`src/rtl/core/ratq_pkg.sv`:
```
`timescale 1ns / 1ps
`default_nettype none
package ratq_pkg;
  localparam int WAIT_DEPTH = 16;
  localparam int ACTIVE_DEPTH = 16;
  localparam int WAW = $clog2(WAIT_DEPTH);
  localparam int AAW = $clog2(ACTIVE_DEPTH);
  localparam int WCW = $clog2(WAIT_DEPTH + 1);
  localparam int ACW = $clog2(ACTIVE_DEPTH + 1);
  localparam int CFG_IW = 2;
  localparam int CFG_DW = 16;
  localparam logic [CFG_IW-1:0] REG_CPU = 2'd0;
  localparam logic [CFG_IW-1:0] REG_MEM = 2'd1;
  localparam logic [CFG_IW-1:0] REG_RATE = 2'd2;
  localparam logic [1:0] KIND_ADMIT = 2'd0;
  localparam logic [1:0] KIND_RETURN = 2'd1;
  localparam logic [1:0] KIND_DROP = 2'd2;
  localparam logic [9:0] BUDGET_MAX = 10'd1023;
  localparam logic [9:0] RST_TOTAL = 10'd200;
  localparam logic [15:0] RST_RATE = 16'd100;

  typedef struct packed {
    logic [31:0] owner;
    logic [19:0] size;
    logic [7:0] cpu;
    logic [7:0] mem;
  } task_t;

  typedef struct packed {
    logic        func;
    logic [31:0] requester;
    logic [19:0] task_size;
    logic [7:0]  need_cpu;
    logic [7:0]  need_memory;
  } in_beat_t;

  typedef struct packed {
    logic [1:0]  kind;
    logic [31:0] task_owner;
    logic [19:0] reported_size;
    logic [31:0] handling_time;
    logic [9:0]  cpu_left;
    logic [9:0]  memory_left;
    logic        last;
  } out_beat_t;
endpackage
`default_nettype wire

```
`src/rtl/core/ratq_if.sv`:
```
`timescale 1ns / 1ps
`default_nettype none
interface ratq_in_if;
  logic valid;
  logic ready;
  ratq_pkg::in_beat_t data;
  modport source (output valid, output data, input ready);
  modport sink (input valid, input data, output ready);
endinterface

interface ratq_out_if;
  logic valid;
  logic ready;
  ratq_pkg::out_beat_t data;
  modport source (output valid, output data, input ready);
  modport sink (input valid, input data, output ready);
endinterface
`default_nettype wire

```
`src/rtl/core/resource_admission_task_queue_unit.sv`:
```
`timescale 1ns / 1ps
`default_nettype none
// Task admission queue. One arrival or completion beat is taken at a time; the waiting FIFO
// and the active table are synchronous memories walked one entry at a time. An arrival and
// a completion each end with an admission pass over the waiting tasks. Each admitted task
// runs through the 52-step bit-serial divider before its result beat, and a stalled result
// output holds the walk. Each result beat is held back until the next beat or the end of
// the item shows whether it is the final one, then leaves through a one-beat output register.
// Configuration must be written only while the block is idle; the block itself does not
// enforce this rule.
module resource_admission_task_queue_unit (
  input  wire logic clk,
  input  wire logic rst_n,
  ratq_in_if.sink   in_ch,
  ratq_out_if.source out_ch,
  input  wire logic                        cfg_we,
  input  wire logic [ratq_pkg::CFG_IW-1:0] cfg_index,
  input  wire logic [ratq_pkg::CFG_DW-1:0] cfg_data
);
  typedef enum logic [11:0] {
    S_IDLE = 12'b000000000001,
    S_ARR  = 12'b000000000010,
    S_CRD  = 12'b000000000100,
    S_CCHK = 12'b000000001000,
    S_SRD  = 12'b000000010000,
    S_SWR  = 12'b000000100000,
    S_PINI = 12'b000001000000,
    S_PRD  = 12'b000010000000,
    S_PCHK = 12'b000100000000,
    S_DIV  = 12'b001000000000,
    S_EMIT = 12'b010000000000,
    S_DONE = 12'b100000000000
  } state_t;

  localparam int QW = 52;
  localparam int DW = 24;

  state_t state_r;
  logic [9:0] rcpu_r, rmem_r;
  logic [15:0] rate_r;
  logic [ratq_pkg::WCW-1:0] wcnt_r, wlim_r, keep_r, widx_r;
  logic [ratq_pkg::ACW-1:0] used_r, aidx_r;
  ratq_pkg::in_beat_t ib_r;
  ratq_pkg::task_t wmem [ratq_pkg::WAIT_DEPTH];
  ratq_pkg::task_t amem [ratq_pkg::ACTIVE_DEPTH];
  ratq_pkg::task_t wrd_r, ard_r, cur_r;
  logic [QW-1:0] q_r;
  logic [DW-1:0] rem_r;
  logic [DW-1:0] dvs_r;
  logic [5:0] dcnt_r;
  ratq_pkg::out_beat_t pend_r;
  logic pend_v_r;
  logic ov_v_r;
  ratq_pkg::out_beat_t ov_d_r;

  logic w_we, a_we;
  logic [ratq_pkg::WAW-1:0] w_wa, w_ra;
  logic [ratq_pkg::AAW-1:0] a_wa, a_ra;
  ratq_pkg::task_t w_wd, a_wd;

  always_ff @(posedge clk) begin
    if (w_we) wmem[w_wa] <= w_wd;
    wrd_r <= wmem[w_ra];
    if (a_we) amem[a_wa] <= a_wd;
    ard_r <= amem[a_ra];
  end

  logic [9:0] csum, msum;
  logic [10:0] csum_w, msum_w;
  logic fits;
  logic [DW:0] trial;
  assign csum_w = {1'b0, rcpu_r} + {3'b0, ard_r.cpu};
  assign msum_w = {1'b0, rmem_r} + {3'b0, ard_r.mem};
  assign csum = csum_w[10] ? ratq_pkg::BUDGET_MAX : csum_w[9:0];
  assign msum = msum_w[10] ? ratq_pkg::BUDGET_MAX : msum_w[9:0];
  assign fits = ({2'b0, wrd_r.cpu} <= rcpu_r) && ({2'b0, wrd_r.mem} <= rmem_r)
                && (used_r < ratq_pkg::ACW'(ratq_pkg::ACTIVE_DEPTH));
  assign trial = {rem_r[DW-1:0], q_r[QW-1]} - {1'b0, dvs_r};

  // Output: pend_r is the beat being held; out register holds one beat.
  logic emit_en;
  ratq_pkg::out_beat_t emit_d;
  assign out_ch.valid = ov_v_r;
  assign out_ch.data = ov_d_r;
  logic out_free;
  assign out_free = !ov_v_r || out_ch.ready;
  assign in_ch.ready = (state_r == S_IDLE);

  always_ff @(posedge clk) begin
    if (!rst_n) ov_v_r <= 1'b0;
    else if (emit_en) ov_v_r <= 1'b1;
    else if (out_ch.ready) ov_v_r <= 1'b0;
    if (emit_en) ov_d_r <= emit_d;
  end

  always_comb begin
    w_we = 1'b0; w_wa = widx_r[ratq_pkg::WAW-1:0]; w_wd = cur_r;
    w_ra = widx_r[ratq_pkg::WAW-1:0];
    a_we = 1'b0; a_wa = aidx_r[ratq_pkg::AAW-1:0]; a_wd = cur_r;
    a_ra = aidx_r[ratq_pkg::AAW-1:0];
    emit_en = 1'b0; emit_d = pend_r;
    unique case (state_r)
      S_ARR: begin
        w_wa = wcnt_r[ratq_pkg::WAW-1:0];
        w_wd = '{ib_r.requester, ib_r.task_size, ib_r.need_cpu, ib_r.need_memory};
        w_we = (wcnt_r < ratq_pkg::WCW'(ratq_pkg::WAIT_DEPTH));
      end
      S_SWR: begin
        a_wa = ratq_pkg::AAW'(aidx_r - 1'b1);
        a_wd = ard_r;
        a_we = 1'b1;
      end
      S_PCHK: begin
        a_wa = used_r[ratq_pkg::AAW-1:0];
        a_wd = wrd_r;
        a_we = fits;
        w_wa = keep_r[ratq_pkg::WAW-1:0];
        w_wd = wrd_r;
        w_we = !fits;
      end
      S_EMIT: begin
        emit_en = pend_v_r && out_free;
      end
      S_DONE: begin
        emit_en = pend_v_r && out_free;
        emit_d.last = 1'b1;
      end
      default: ;
    endcase
  end

  always_ff @(posedge clk) begin
    if (!rst_n) begin
      state_r <= S_IDLE;
      rcpu_r <= ratq_pkg::RST_TOTAL;
      rmem_r <= ratq_pkg::RST_TOTAL;
      rate_r <= ratq_pkg::RST_RATE;
      wcnt_r <= '0;
      used_r <= '0;
      pend_v_r <= 1'b0;
    end else begin
      if (cfg_we) begin
        unique case (cfg_index)
          ratq_pkg::REG_CPU: rcpu_r <= cfg_data[9:0];
          ratq_pkg::REG_MEM: rmem_r <= cfg_data[9:0];
          ratq_pkg::REG_RATE: rate_r <= cfg_data;
          default: ;
        endcase
      end
      unique case (state_r)
        S_IDLE: if (in_ch.valid) begin
          ib_r <= in_ch.data;
          aidx_r <= '0;
          state_r <= in_ch.data.func ? S_CRD : S_ARR;
        end
        S_ARR: begin
          if (wcnt_r < ratq_pkg::WCW'(ratq_pkg::WAIT_DEPTH)) begin
            wcnt_r <= wcnt_r + 1'b1;
          end else begin
            pend_r <= '{ratq_pkg::KIND_DROP, ib_r.requester, ib_r.task_size, 32'd0,
                        rcpu_r, rmem_r, 1'b0};
            pend_v_r <= 1'b1;
          end
          state_r <= S_PINI;
        end
        S_CRD: state_r <= (aidx_r < used_r) ? S_CCHK : S_PINI;
        S_CCHK: begin
          if (ard_r.size == ib_r.task_size) begin
            rcpu_r <= csum;
            rmem_r <= msum;
            pend_r <= '{ratq_pkg::KIND_RETURN, ard_r.owner, ard_r.size, 32'd0,
                        csum, msum, 1'b0};
            aidx_r <= aidx_r + 1'b1;
            state_r <= S_SRD;
          end else begin
            aidx_r <= aidx_r + 1'b1;
            state_r <= S_CRD;
          end
        end
        S_SRD: begin
          if (aidx_r < used_r) state_r <= S_SWR;
          else begin
            used_r <= used_r - 1'b1;
            pend_v_r <= 1'b1;
            state_r <= S_PINI;
          end
        end
        S_SWR: begin
          aidx_r <= aidx_r + 1'b1;
          state_r <= S_SRD;
        end
        S_PINI: begin
          wlim_r <= wcnt_r;
          keep_r <= '0;
          widx_r <= '0;
          state_r <= S_PRD;
        end
        S_PRD: state_r <= (widx_r < wlim_r) ? S_PCHK : S_DONE;
        S_PCHK: begin
          widx_r <= widx_r + 1'b1;
          if (fits) begin
            rcpu_r <= rcpu_r - {2'b0, wrd_r.cpu};
            rmem_r <= rmem_r - {2'b0, wrd_r.mem};
            used_r <= used_r + 1'b1;
            cur_r <= wrd_r;
            q_r <= {9'b0, 27'(wrd_r.size) * 27'd100, 16'b0};
            dvs_r <= 24'(rate_r) * 24'(wrd_r.cpu);
            rem_r <= '0;
            dcnt_r <= '0;
            state_r <= S_DIV;
          end else begin
            keep_r <= keep_r + 1'b1;
            state_r <= S_PRD;
          end
        end
        S_DIV: begin
          if (!trial[DW]) begin
            rem_r <= trial[DW-1:0];
            q_r <= {q_r[QW-2:0], 1'b1};
          end else begin
            rem_r <= {rem_r[DW-2:0], q_r[QW-1]};
            q_r <= {q_r[QW-2:0], 1'b0};
          end
          dcnt_r <= dcnt_r + 1'b1;
          if (dcnt_r == 6'(QW - 1)) state_r <= S_EMIT;
        end
        S_EMIT: begin
          if (!pend_v_r || out_free) begin
            pend_r <= '{ratq_pkg::KIND_ADMIT, cur_r.owner, cur_r.size,
                        (dvs_r == '0 || q_r[QW-1:32] != '0) ? 32'hFFFFFFFF : q_r[31:0],
                        rcpu_r, rmem_r, 1'b0};
            pend_v_r <= 1'b1;
            state_r <= S_PRD;
          end
        end
        S_DONE: begin
          if (!pend_v_r || out_free) begin
            pend_v_r <= 1'b0;
            wcnt_r <= keep_r;
            state_r <= S_IDLE;
          end
        end
        default: state_r <= S_IDLE;
      endcase
    end
  end
endmodule
`default_nettype wire
```
`src/flat_wrapper.sv`:
```
// flat-port wrapper written by rule: the top's interface ports become plain ports
module resource_admission_task_queue_unit_flat 
  (clk, rst_n, cfg_we, cfg_index, cfg_data, in_ch_valid, in_ch_data, in_ch_ready, out_ch_valid, out_ch_data, out_ch_ready);
  ratq_in_if in_ch_i ();
  ratq_out_if out_ch_i ();
  input  wire logic clk;
  input  wire logic rst_n;
  input  wire logic cfg_we;
  input  wire logic [ratq_pkg::CFG_IW-1:0] cfg_index;
  input  wire logic [ratq_pkg::CFG_DW-1:0] cfg_data;
  input wire logic [$bits(in_ch_i.valid)-1:0] in_ch_valid;
  input wire logic [$bits(in_ch_i.data)-1:0] in_ch_data;
  output wire logic [$bits(in_ch_i.ready)-1:0] in_ch_ready;
  output wire logic [$bits(out_ch_i.valid)-1:0] out_ch_valid;
  output wire logic [$bits(out_ch_i.data)-1:0] out_ch_data;
  input wire logic [$bits(out_ch_i.ready)-1:0] out_ch_ready;
  assign in_ch_i.valid = in_ch_valid;
  assign in_ch_i.data = in_ch_data;
  assign in_ch_ready = in_ch_i.ready;
  assign out_ch_valid = out_ch_i.valid;
  assign out_ch_data = out_ch_i.data;
  assign out_ch_i.ready = out_ch_ready;
  resource_admission_task_queue_unit u_core (.clk(clk), .rst_n(rst_n), .in_ch(in_ch_i), .out_ch(out_ch_i), .cfg_we(cfg_we), .cfg_index(cfg_index), .cfg_data(cfg_data));
endmodule
```
`config.mk`:
```
export PLATFORM = sky130hd
export DESIGN_NAME = resource_admission_task_queue_unit_flat
export DESIGN_NICKNAME = d
export VERILOG_FILES = /design/src/rtl/core/ratq_pkg.sv /design/src/rtl/core/ratq_if.sv /design/src/rtl/core/resource_admission_task_queue_unit.sv /design/src/flat_wrapper.sv
export SDC_FILE = /design/constraint.sdc
export NUM_CORES = 2
export LEC_CHECK = 0
export BUFFER_PORTS_ARGS = -buffer_cell sky130_fd_sc_hd__buf_2
export CAP_MARGIN = 40
export CORE_ASPECT_RATIO = 0.9
export CORE_MARGIN = 2
export CORE_UTILIZATION = 57
export DETAILED_ROUTE_END_ITERATION = 10
export GPL_TIMING_DRIVEN = 0
export PLACE_DENSITY_LB_ADDON = 0.08
export SLEW_MARGIN = 20
export SYNTH_ARGS = -nofsm -noshare
export SYNTH_HDL_FRONTEND = slang
export SYNTH_SLANG_ARGS = --single-unit
```
`constraint.sdc`:
```
create_clock -name clk -period 10.8 [get_ports clk]
set_input_delay 2.16 -clock clk [delete_from_list [all_inputs] [get_ports clk]]
set_output_delay 2.16 -clock clk [all_outputs]
set_load 0.05 [all_outputs]
```
# After elaboration in Yosys (flattened, before gate mapping)
# Memories as Yosys holds them, arrays and structs flattened. A register that Yosys moved wholly into a read port is not among the register bits.
# Index checks and enable logic that the tools add are counted.
classes:
  mul: 2
  n_reduce_logical: 35
  n_mux: 65
  n_eq_ne: 26
  n_lt_le_gt_ge: 6
  add_sub_neg: 13
ops:
  columns: ["cell", "count"]
  rows:
  - ["$mux W107", 3]
  - ["$pmux W107 S3", 1]
  - ["$pmux W68 S2", 2]
  - ["$pmux W12 S12", 1]
  - ["$mux W10", 11]
  - ["$pmux W52 S2", 1]
  - ["$mux W12", 5]
  - ["$mux W52", 1]
  - ["$pmux W5 S2", 5]
  - ["$mux W24", 2]
  - ["$pmux W24 S2", 1]
  - ["$pmux W10 S2", 2]
  - ["$mux W5", 7]
  - ["$mux W32", 1]
  - ["$add A5 B1 Y5 const B", 5]
  - ["$mul A20 B5 Y25 const B", 1]
  - ["$sub A25 B24 Y25", 1]
  - ["$logic_not A24 Y1", 1]
  - ["$mul A16 B8 Y24", 1]
  - ["$add A10 B8 Y11", 2]
  - ["$reduce_and A3 Y1", 7]
  - ["$eq A20 B20 Y1", 1]
  - ["$le A8 B10 Y1", 2]
  - ["$reduce_bool A20 Y1", 1]
  - ["other kinds (42)", 82]
totals:
  input_bits: 92
  word_cells: 187
  reg_bits: 536
  output_inout_bits: 109
  mem_count: 2
  ram_bits: 2176
mem_list:
  columns: ["name", "depth", "word_bits", "rd", "rd_ports_with_merged_regs", "wr", "line_no", "rtl"]
  rows:
  - ["u_core.amem", 16, 68, 1, 1, 1, "resource_admission_task_queue_unit.sv:45", "ratq_pkg::task_t amem [ratq_pkg::ACTIVE_DEPTH];"]
  - ["u_core.wmem", 16, 68, 1, 1, 1, "resource_admission_task_queue_unit.sv:44", "ratq_pkg::task_t wmem [ratq_pkg::WAIT_DEPTH];"]

# Depth between registers and ports, before layout
depth:
  word_depth: 7
  mapped_depth: 19
  ltp_nobuf: 18

# Least setup slack after synthesis
# No wires, ideal clock.
synth_timing:
  path_type: "input port to flip-flop"
  startpoint: "input port out_ch_ready"
  endpoint: "register u_core.pend_r, in the netlist u_core.emit_d[100], enable pin"
  arrival_time_ns: 10.315
  n_path_buf: 0
  stages: 5
  required_time_ns: 10.072
  slack_ns: -0.243
  setup_ns: 0.728
  cell_sequence: "nor2b_1 and2_1 nand2_1 nand3_1 a211oi_1"
synth_via:
  elab_chain_len: 4
synth_lines:
  columns: ["item", "line_no", "rtl"]
  rows:
  - ["from (decl)", "flat_wrapper.sv:16", "input wire logic [$bits(out_ch_i.ready)-1:0] out_ch_ready;"]
  - ["$logic_or A1 B1 Y1", "resource_admission_task_queue_unit.sv:86", "assign out_free = !ov_v_r || out_ch.ready;"]
  - ["$logic_or A1 B1 Y1", "resource_admission_task_queue_unit.sv:228", "if (!pend_v_r || out_free) begin"]
  - ["$ne A2 B1 Y1 (no line)", null, null]
  - ["$reduce_and A5 Y1 (no line)", null, null]
  - ["to (signal assigned)", "resource_admission_task_queue_unit.sv:160", "pend_r <= '{ratq_pkg::KIND_DROP, ib_r.requester, ib_r.task_size, 32'd0,"]
  - ["to (signal assigned)", "resource_admission_task_queue_unit.sv:171", "pend_r <= '{ratq_pkg::KIND_RETURN, ard_r.owner, ard_r.size, 32'd0,"]
  - ["to (signal assigned)", "resource_admission_task_queue_unit.sv:229", "pend_r <= '{ratq_pkg::KIND_ADMIT, cur_r.owner, cur_r.size,"]
  - ["to (decl)", "resource_admission_task_queue_unit.sv:51", "ratq_pkg::out_beat_t pend_r;"]
# No other way between the ends.
# A chain may end at the register's enable or synchronous reset.

# Final worst setup path
layout_timing:
  startpoint: "register, netlist name u_core.wrd_r[11]"
  endpoint: "register u_core.dvs_r[23], data pin"
layout_via:
  elab_chain_len: 1
layout_lines:
  columns: ["item", "line_no", "rtl"]
  rows:
  - ["$mul A16 B8 Y24", "resource_admission_task_queue_unit.sv:207", "dvs_r <= 24'(rate_r) * 24'(wrd_r.cpu);"]
  - ["to (signal assigned)", "resource_admission_task_queue_unit.sv:207", null]
  - ["to (decl)", "resource_admission_task_queue_unit.sv:49", "logic [DW-1:0] dvs_r;"]
# No other way between the ends.

==> results.json <==
{
  "synthFlopType": "edfxtp_1",
  "max_freq_mhz": 170,
  "worstPathRequired_ps": 11440,
  "power_mw": 23.2,
  "grt_max_degree": 60,
  "met1Wirelength_um": 123000,
  "vias": 63200,
  "ys_top_cells_by_area": "edfxtp_1 69%, mux4_2 13%, dfxtp_1 3.4%, ha_1 2.0%, nand2_1 2.0%",
  "hold_viol_final": 0,
  "rows": 156,
  "yosys_warnings": 0,
  "powerDensity_nw_per_um2": 172,
  "wire_per_inst_um": 31.1,
  "crit_arrival_ps": 6520,
  "maxCapViolations": 0,
  "numCtsBuffers": 295,
  "hold_ws_ps": 399,
  "vias_per_cell": 6.33,
  "synth_cell_types": 80,
  "grt-ovfl-total": 0,
  "final.period_utilization_pct": 54.5,
  "synth_common_cells": "2,651 x edfxtp_1, 680 x mux4_2, 614 x nand2_1, 249 x inv_1, 196 x dfxtp_1",
  "min-delay-start": "u_core.emit_d[56]",
  "async_reset_ff_share_pct": 0,
  "hpwl_um": 219000,
  "die_area_um2": 207000,
  "cts.hold.buffers_added": 0,
  "ys_seq_elements": 2847,
  "slew_headroom_pct": 38.7,
  "ff2ff_setup_slack_ps": 4920,
  "r2r-start": "u_core.wrd_r[11]",
  "area_growth_pct": 16.6,
  "drtAntennaViolNets": 0,
  "insertion_delay_ps": 940,
  "period_needed_ps": 5880,
  "met2_length_um": 145000,
  "port_buffers": 200,
  "cts_tree": "done",
  "yosysSeqAreaShare_pct": 72.1,
  "setup_viol": 0,
  "drive_gt1_share_pct": 23.2,
  "reg2reg_to": "u_core.dvs_r[23]",
  "ios": 201,
  "cts_buffer_depth": 4,
  "cts_root_buffer": "clkbuf_16",
  "reg2regPathDepth": 18,
  "cts.clk_slew.worst_paths_ps": 60,
  "end_kind": "flop",
  "hold_class": "flop to flop",
  "routed.top_layer": "met4",
  "grt_pass1_vias": 63000,
  "antenna_found_initial": 9,
  "worst-setup-path-type": "flop to flop",
  "drt_iter0_drc": 8238,
  "avgSynthCellArea_um2": 18.4,
  "final-max-slew-violation-count": 0,
  "cts.sinks": 2847,
  "gp_congestion": 0.903,
  "nFillCells": 13300,
  "vdd.ir_drop.worst_mv": 0.172,
  "synthesis.instances": 6287,
  "yosysMostFrequentCell": "edfxtp_1",
  "rsz0062_at_grt": "false",
  "grt_util_all_layers_pct": 30.4,
  "synth_area_leader_cell": "edfxtp_1",
  "fin_skew_ps": 78.5,
  "route.detailed.drc": 0,
  "final_nets": 7450,
  "core_um2": 201000,
  "tightest_slew_ps": 920,
  "outcome": "complete, no violations",
  "wl_met3_um": 28100,
  "drt_pass1_iterations": 6,
  "whs_path_depth": 0,
  "dieWidth_um": 479,
  "cts_resized": 0,
  "cts_setup_buffers": 0,
  "critPathLaunchType": "flop",
  "drt_wl_total_um": 310000,
  "grt_pass1_wl_um": 446000,
  "synth_top_area_share_pct": 68.7,
  "min_to": "u_core.out_ch.data[56]",
  "die_h_um": 432,
  "synth_fp_nets": 6669,
  "p_leak_nw": 46.2,
  "synth-edff-count": 2651,
  "initial_utilization_pct": 57.5,
  "worstPathMaxFanout": 10,
  "htreeDepth": 5,
  "syn_area_um2": 116000
}
==> logic make-up (layout without fill, tap and decap cells) <==
| logic type | after synthesis | after routing | share of synthesized area [%] |
|---|---|---|---|
| AO/OA/AOI/OAI | 474 | 474 | 2.70 |
| XOR/XNOR | 116 | 116 | 0.877 |
| adder cells (fa/ha/maj) | 290 | 290 | 3.81 |
| buffers and inverters | 527 | 1523 | 1.75 |
| flip-flops | 2847 | 2847 | 72.1 |
| multiplexers | 721 | 721 | 13.6 |
| other | 0 | 7 | 0 |
| AND/OR/NAND/NOR | 1312 | 1312 | 5.20 |
==> layer usage <==
metal	GRT usage, %	up-vias
met4	12.0	0
li1	-	26300
met3	5.57	554
met5	0	-
met2	47.2	3292
met1	43.3	33000
==> metrics by stage <==
stage | instances | util [%] | instance area [µm²] | setup TNS (ps) | setup WS (ps)
after detailed placement | 9433 | 62.4 | 126000 | 0 | 5010
after CTS | 9945 | 66.9 | 135000 | 0 | 4980
after floorplan | 6287 | - | 116000 | 0 | 3450
after global placement | 9173 | 59.7 | 120000 | -780660 | -2490
final | 9976 | 67.1 | 135000 | 0 | 4920
after global routing | 9973 | 67.1 | 135000 | 0 | 4620
==> registers in the layout, summed over array words and instances, names as in the netlist, 52 cells and up <==
| signal | count |
|---|---|
| u_core.ib_r | 68 |
| u_core.cur_r | 68 |
| u_core.wrd_r | 68 |
| u_core.amem | 1088 |
| u_core.wmem | 1088 |
| u_core.q_r | 52 |
| u_core.out_ch.data | 107 |
| u_core.emit_d | 106 |
| u_core.ard_r | 68 |
==> cell usage in the layout (no fill, tap or decap), types with 19 or more instances in the layout <==
cell type and count:
edfxtp_1 2651, nor3_1 27, o21ai_0 79, nand2_1 614
clkbuf_16 300, mux4_2 680, a31oi_1 19, nor2_1 156
clkinv_2 41, buf_2 251, bufinv_16 21, nand3_1 178
xor2_1 43, and2_1 155, a21oi_1 110, nand2b_1 24
buf_16 97, fa_1 105, nand4_1 21, buf_1 45
a22oi_1 57, buf_6 89, nor2_4 34, a21o_1 26
buf_8 43, ha_1 185, dfxtp_1 196, o21a_1 48
xnor2_1 73, clkbuf_1 240, clkinv_1 46, inv_1 248
buf_12 53, mux2i_1 37
==> final cells by class <==
type / instances / area [µm²] / area share [%]
antenna: 7 / 17.5 / 0.0130
sequential: 2847 / 83500 / 61.8
inverter: 252 / 951 / 0.704
buffer: 275 / 1120 / 0.830
clock buffer: 387 / 7990 / 5.91
tap: 2686 / 3360 / 2.49
timing repair buffer: 484 / 6390 / 4.73
clock inverter: 125 / 1160 / 0.859
multi-input combinational: 2913 / 30600 / 22.7
==> report_power, final <==
group | switching [mW] | internal [mW] | leakage (nW)
registers | 0.132 | 12.0 | 25.5
clock network | 4.09 | 5.70 | 4.48
logic | 0.702 | 0.552 | 16.1
total | 4.92 | 18.3 | 46.2
==> critical path, stage by stage (launching register included) <==
cell,delay (ps)
dfxtp_1,560
clkbuf_1,540
nand2_1,160
fa_1,530
fa_1,560
inv_1,50
fa_1,480
inv_1,50
fa_1,490
inv_1,40
ha_1,340
o21a_1,150
o31ai_1,130
a2111oi_0,770
o31a_1,280
o21a_1,120
nor2_1,60
o21ai_0,230
xnor2_1,110
==> worst max path at each step <==
stage / from / endpoint / slack, ps
detailed placement: u_core.wrd_r[10] / u_core.dvs_r[23] / 5010
global route: u_core.wrd_r[11] / u_core.dvs_r[23] / 4620
CTS: u_core.wrd_r[11] / u_core.dvs_r[23] / 4980
finish: u_core.wrd_r[11] / u_core.dvs_r[23] / 4920
floorplan: out_ch_ready / u_core.emit_d[100] / 3450
global placement: u_core.state_r[2] / u_core.emit_d[73] / -2490
Power figures use the tool's default switching activity.
